--- src/hw/rtl/dtq_pkg.sv ---
package dtq_pkg;

    localparam int CAPACITY_DEF = 64;

    typedef enum logic [2:0] {
        OP_APPEND  = 3'd0,
        OP_INSERT  = 3'd1,
        OP_TAKE    = 3'd2,
        OP_REWIND  = 3'd3,
        OP_ADVANCE = 3'd4,
        OP_DELETE  = 3'd5,
        OP_CLEAR   = 3'd6,
        OP_NONE    = 3'd7
    } op_t;

    typedef enum logic [1:0] {
        ST_OK    = 2'd0,
        ST_EMPTY = 2'd1,
        ST_FULL  = 2'd2
    } status_t;

    // controller states
    typedef enum logic [3:0] {
        S_INIT,
        S_IDLE,
        S_DISPATCH,
        S_ALLOC,
        S_WALK_RD,
        S_WALK_CMP,
        S_LINK,
        S_NEXT_RD,
        S_NEXT_USE,
        S_REPORT_RD,
        S_REPORT,
        S_CLEAR,
        S_OUT
    } state_t;

    // controller -> datapath commands
    typedef struct packed {
        logic        capture;     // latch input beat
        logic        alloc;       // pop free list, write new node
        logic        walk_start;  // cur <= head, prv <= null
        logic        walk_rd;     // read node at cur
        logic        walk_step;   // dly -= delta, prv <= cur, cur <= next
        logic        link;        // finish ordered insert
        logic        next_rd;     // read next of the op's node
        logic        next_use;    // apply take/advance/delete update
        logic        rpt_rd;      // read node at cursor for report
        logic        rpt_set;     // build result from node / null
        logic        clear_step;  // rebuild one free-chain entry
        logic        set_status;
        status_t     status;
        logic        out_load;
    } dtq_cmd_t;

    // datapath -> controller status
    typedef struct packed {
        op_t  op;
        logic free_empty;
        logic head_null;
        logic cur_null;    // walk cursor
        logic csr_null;    // list cursor
        logic walk_go;     // cur valid and dly > delta(cur)
        logic clear_done;
        logic out_busy;
    } dtq_sts_t;

endpackage

--- src/hw/rtl/dtq_ctrl.sv ---
module dtq_ctrl (
    input  logic              aclk,
    input  logic              aresetn,
    input  logic              s_tvalid,
    output logic              s_tready,
    input  dtq_pkg::dtq_sts_t sts,
    output dtq_pkg::dtq_cmd_t cmd
);
    import dtq_pkg::*;

    state_t state_reg, state_next;

    always_ff @(posedge aclk) begin
        if (!aresetn) begin
            state_reg <= S_INIT;
        end else begin
            state_reg <= state_next;
        end
    end

    always_comb begin
        state_next = state_reg;
        unique case (state_reg)
            S_INIT: if (sts.clear_done) state_next = S_IDLE;
            S_IDLE: if (s_tvalid) state_next = S_DISPATCH;
            S_DISPATCH: begin
                unique case (sts.op)
                    OP_APPEND, OP_INSERT: begin
                        if (sts.free_empty) state_next = S_OUT;
                        else if (sts.op == OP_INSERT && !sts.head_null)
                            state_next = S_WALK_RD;
                        else state_next = S_ALLOC;
                    end
                    OP_TAKE: state_next = sts.head_null ? S_OUT : S_NEXT_RD;
                    OP_REWIND: state_next = S_REPORT_RD;
                    OP_ADVANCE, OP_DELETE:
                        state_next = sts.csr_null ? S_OUT : S_NEXT_RD;
                    OP_CLEAR: state_next = S_CLEAR;
                    default: state_next = S_OUT;
                endcase
            end
            S_ALLOC: state_next = (sts.op == OP_INSERT && !sts.head_null) ?
                                  S_LINK : S_OUT;
            S_WALK_RD: state_next = S_WALK_CMP;
            S_WALK_CMP: state_next = sts.walk_go ? S_WALK_RD : S_ALLOC;
            S_LINK: state_next = S_OUT;
            S_NEXT_RD: state_next = S_NEXT_USE;
            S_NEXT_USE: state_next = (sts.op == OP_TAKE) ? S_OUT : S_REPORT_RD;
            S_REPORT_RD: state_next = S_REPORT;
            S_REPORT: state_next = S_OUT;
            S_CLEAR: if (sts.clear_done) state_next = S_OUT;
            S_OUT: if (!sts.out_busy) state_next = S_IDLE;
            default: state_next = S_IDLE;
        endcase
    end

    always_comb begin
        cmd        = '0;
        cmd.status = ST_OK;
        s_tready   = (state_reg == S_IDLE);
        unique case (state_reg)
            // free chain built once after reset, no result beat
            S_INIT: cmd.clear_step = !sts.clear_done;
            S_IDLE: cmd.capture = s_tvalid;
            S_DISPATCH: begin
                cmd.set_status = 1'b1;
                if ((sts.op == OP_APPEND || sts.op == OP_INSERT) && sts.free_empty)
                    cmd.status = ST_FULL;
                else if (sts.op == OP_TAKE && sts.head_null)
                    cmd.status = ST_EMPTY;
                else if ((sts.op == OP_ADVANCE || sts.op == OP_DELETE)
                         && sts.csr_null)
                    cmd.status = ST_EMPTY;
                cmd.walk_start = 1'b1;
            end
            S_ALLOC:     cmd.alloc = 1'b1;
            S_WALK_RD:   cmd.walk_rd = 1'b1;
            S_WALK_CMP:  cmd.walk_step = sts.walk_go;
            S_LINK:      cmd.link = 1'b1;
            S_NEXT_RD:   cmd.next_rd = 1'b1;
            S_NEXT_USE:  cmd.next_use = 1'b1;
            S_REPORT_RD: cmd.rpt_rd = 1'b1;
            S_REPORT:    cmd.rpt_set = 1'b1;
            S_CLEAR:     cmd.clear_step = !sts.clear_done;
            S_OUT:       cmd.out_load = !sts.out_busy;
            default: ;
        endcase
    end

endmodule

--- config.mk ---
export PLATFORM = sky130hd
export DESIGN_NAME = dtq_ctrl
export DESIGN_NICKNAME = d
export VERILOG_FILES = /design/src/hw/rtl/dtq_pkg.sv /design/src/hw/rtl/dtq_ctrl.sv
export SDC_FILE = /design/constraint.sdc
export NUM_CORES = 1
export LEC_CHECK = 0
export ABC_AREA = 1
export BUFFER_PORTS_ARGS = -buffer_cell sky130_fd_sc_hd__clkbuf_2
export CORE_MARGIN = 4
export CORE_UTILIZATION = 30
export DETAILED_ROUTE_END_ITERATION = 7
export HOLD_SLACK_MARGIN = 0.08
export SLEW_MARGIN = 20
export SYNTH_ARGS = -nofsm -noshare
export SYNTH_HDL_FRONTEND = slang
export SYNTH_SLANG_ARGS = --single-unit
--- constraint.sdc ---
create_clock -name aclk -period 1.45 [get_ports aclk]
set_input_delay 0.0725 -clock aclk [delete_from_list [all_inputs] [get_ports aclk]]
set_output_delay 0.0725 -clock aclk [all_outputs]
set_load 0.05 [all_outputs]
==> results.toml <==
[synth]
synth_largest_area_cell = "nand2_1"
ys_types = 18
ys_seq_elements = 4
synth_top_family_by_area = "simple AND/OR/NAND/NOR gates"
syn-num-nets = 137
synth.most_common_cell = "nand2_1"
synth_edf_count = 0
synthArstFlopShare = 0
yosys.area_share.adder = 0
synth_cells = 124
ys.flop_type = "dfxtp_1"
syn_area_sq_um = 598
synth_common_cells = "nand2_1 (43), nor2_1 (20), inv_1 (16)"
synth_compound_area_frac = 0.0711
ys_seq_area_frac = 0.134
muxShareOfSynthArea = 0
yosysWarnings = 0
syn_area_per_cell_sq_um = 4.82
synth-simple-area-share = 0.623
synthDominantCellAreaShare = 0.270
synth_xor_area_frac = 0
synth.area.top_cells = "nand2_1 (27%), dfxtp_1 (13%), nor2_1 (13%)"

[timing]
finalHoldViolations = 0
min_period_ns = 1.37
tightest_slew_ns = 0.279
rsz0062_at_grt = "no"
hold_ws_ns = 0.184
finalMaxSlewViolations = 0
slew-limit-headroom = 0.815
clock_skew_ns = 0.00510
setup_violations = 0
fin_ws_ns = 0.0790
fin_crit_sh = 0.946
fmax_mhz = 729

[power]
powerDensity_nw_per_um2 = 1600
leakage_nw = 0.513
peakVddDrop_v = 0.000900
finalPower_mw = 1.36

[global_route]
grt_use_total = 0.136
grt_pass1_wl_mm = 2.90
grt_max_degree = 9
first_global_vias = 696
overflow = 0
antenna_found_initial = 0

[layout]
area_growth_pct = 41.8
diodes = 0
fin_area_sq_um = 848
final_layout_size_suffix_gt1_frac = 0.340
fin_nets = 168
largest_reg_flops = 4

[routing]
first_pass_iters = 4
vias_per_cell = 4.60
wl_per_cell_um = 9.57
drt-total-wl_mm = 1.70
vias = 818
postRouteAntennaNets = 0
drc_errors = 0
drt-initial-drc-count = 21

[floorplanning]
ioPinCount = 29
placeableCoreArea_sq_um = 1800
floorplan.initialDensity = 0.332
die_x_um = 52.7
die_h_um = 52.7
rows = 15
fp.dieArea_sq_um = 2770

[worst_setup_path]
cpPeakStageDelay_ns = 0.34
endpoint_kind = "output pin"
crit_type = "flip-flop to output pin"
cpLargestDelayFamily = "buffers and inverters"
crit_arrival_ns = 1.30
crit_slowest_cell = "dfxtp_2"
cp_max_fo = 6
required_ns = 1.38
startpoint_type = "flip-flop"
critical_path.cell_chain = "inv_2, nand2_1, nor2_2, clkbuf_2"
crit_buf_inv = 2

[placement]
place_area_sq_um = 773
portBuffers = 27
routabilityCongestion = 0.826
dp_hpwl_mm = 1.43
place_ws_ns = 0.0960

[clocking]
htreeDepth = 1
clock-sinks = 4
clk_latency_ns = 0.24
cts.clk_slew.worst_paths_ns = 0.04
cts_tree = "done"
cts_buffers = 3
root_buffer = "clkbuf_4"
clockBufferDepth = 2

[min_path]
min_path_type = "input port to flip-flop"

[status]
outcome = "complete, no violations"

[job]
max_cap_viol_count = 0
-- where the power goes --
part / switching [mW] / internal [mW] / total, mW
registers: 0.0715 / 0.162 / 0.234
clock network: 0.0500 / 0.0929 / 0.143
logic: 0.716 / 0.267 / 0.983
total: 0.838 / 0.522 / 1.36
-- cells by family (layout without fill, tap and decap cells) --
group	after synthesis	after routing
and+or+nand+nor	86	86
buffers and inverters	26	55
AOI/OAI and AO/OA	8	8
DFF	4	4
-- per-layer routing --
layer  up-vias  track usage  wire [um]
met5         -            0          0
met2        25        0.213        791
met3         0       0.0370         96
met1       355        0.190        816
li1        438            -          -
met4         0       0.0128          0
-- area by class of cell --
cell class / count / area, sq um
repair buffers: 28 / 163
fillers: 220 / 953
well taps: 25 / 31.3
multi-input cells: 94 / 449
flip-flops and latches: 4 / 90.1
clock buffers: 3 / 22.5
inverters: 24 / 92.6
-- stage by stage --
step / setup TNS [ns] / std cells / util
after global routing: 0 / 178 / 0.471
after detailed placement: 0 / 174 / 0.429
after CTS: 0 / 178 / 0.463
final: 0 / 178 / 0.471
after floorplan: -0.0531 / 124 / -
after global placement: 0 / 174 / 0.429
-- worst reg2reg max path, stage by stage, from the launching register on --
cell and delay, ns:
dfxtp_4 0.36, nand2_1 0.09, clkinv_1 0.10, nand2_1 0.08, nand2_1 0.05, nand2_1 0.08
nand3_2 0.12, inv_2 0.09, nand2_1 0.06, a21oi_1 0.12
-- placed cells by master (no fill, tap or decap), types with 2 or more instances in the layout --
master / count
dfxtp_2: 2
inv_1: 15
nor2_1: 20
dfxtp_4: 2
nor2_2: 2
nand3b_1: 2
a21oi_1: 4
nand3_1: 10
inv_2: 7
clkbuf_2: 21
buf_2: 2
clkbuf_4: 5
nand4_1: 2
nor2_4: 4
o21ai_0: 3
nand2_1: 42
-- worst paths after layout --
| check | start | endpoint | slack, ns | cells after the start |
|---|---|---|---|---|
| setup reg to reg | state_reg[1] | state_reg[3] | 0.22 | 9 |
| setup / recovery | state_reg[2] | cmd[7] | 0.08 | 4 |
| hold reg to reg | state_reg[1] | state_reg[1] | 0.51 | 2 |
| hold / removal | sts[0] | state_reg[2] | 0.18 | 3 |
-- what timing repair did --
action	CTS	global route
pin swaps	0	0
hold buffers	1	0
gates resized for setup	9	12
gates cloned	0	0
setup endpoints to repair	9	9
buffers inserted	0	0
hold endpoints to repair	1	0
No activity file was read; power rests on OpenSTA's default activity.
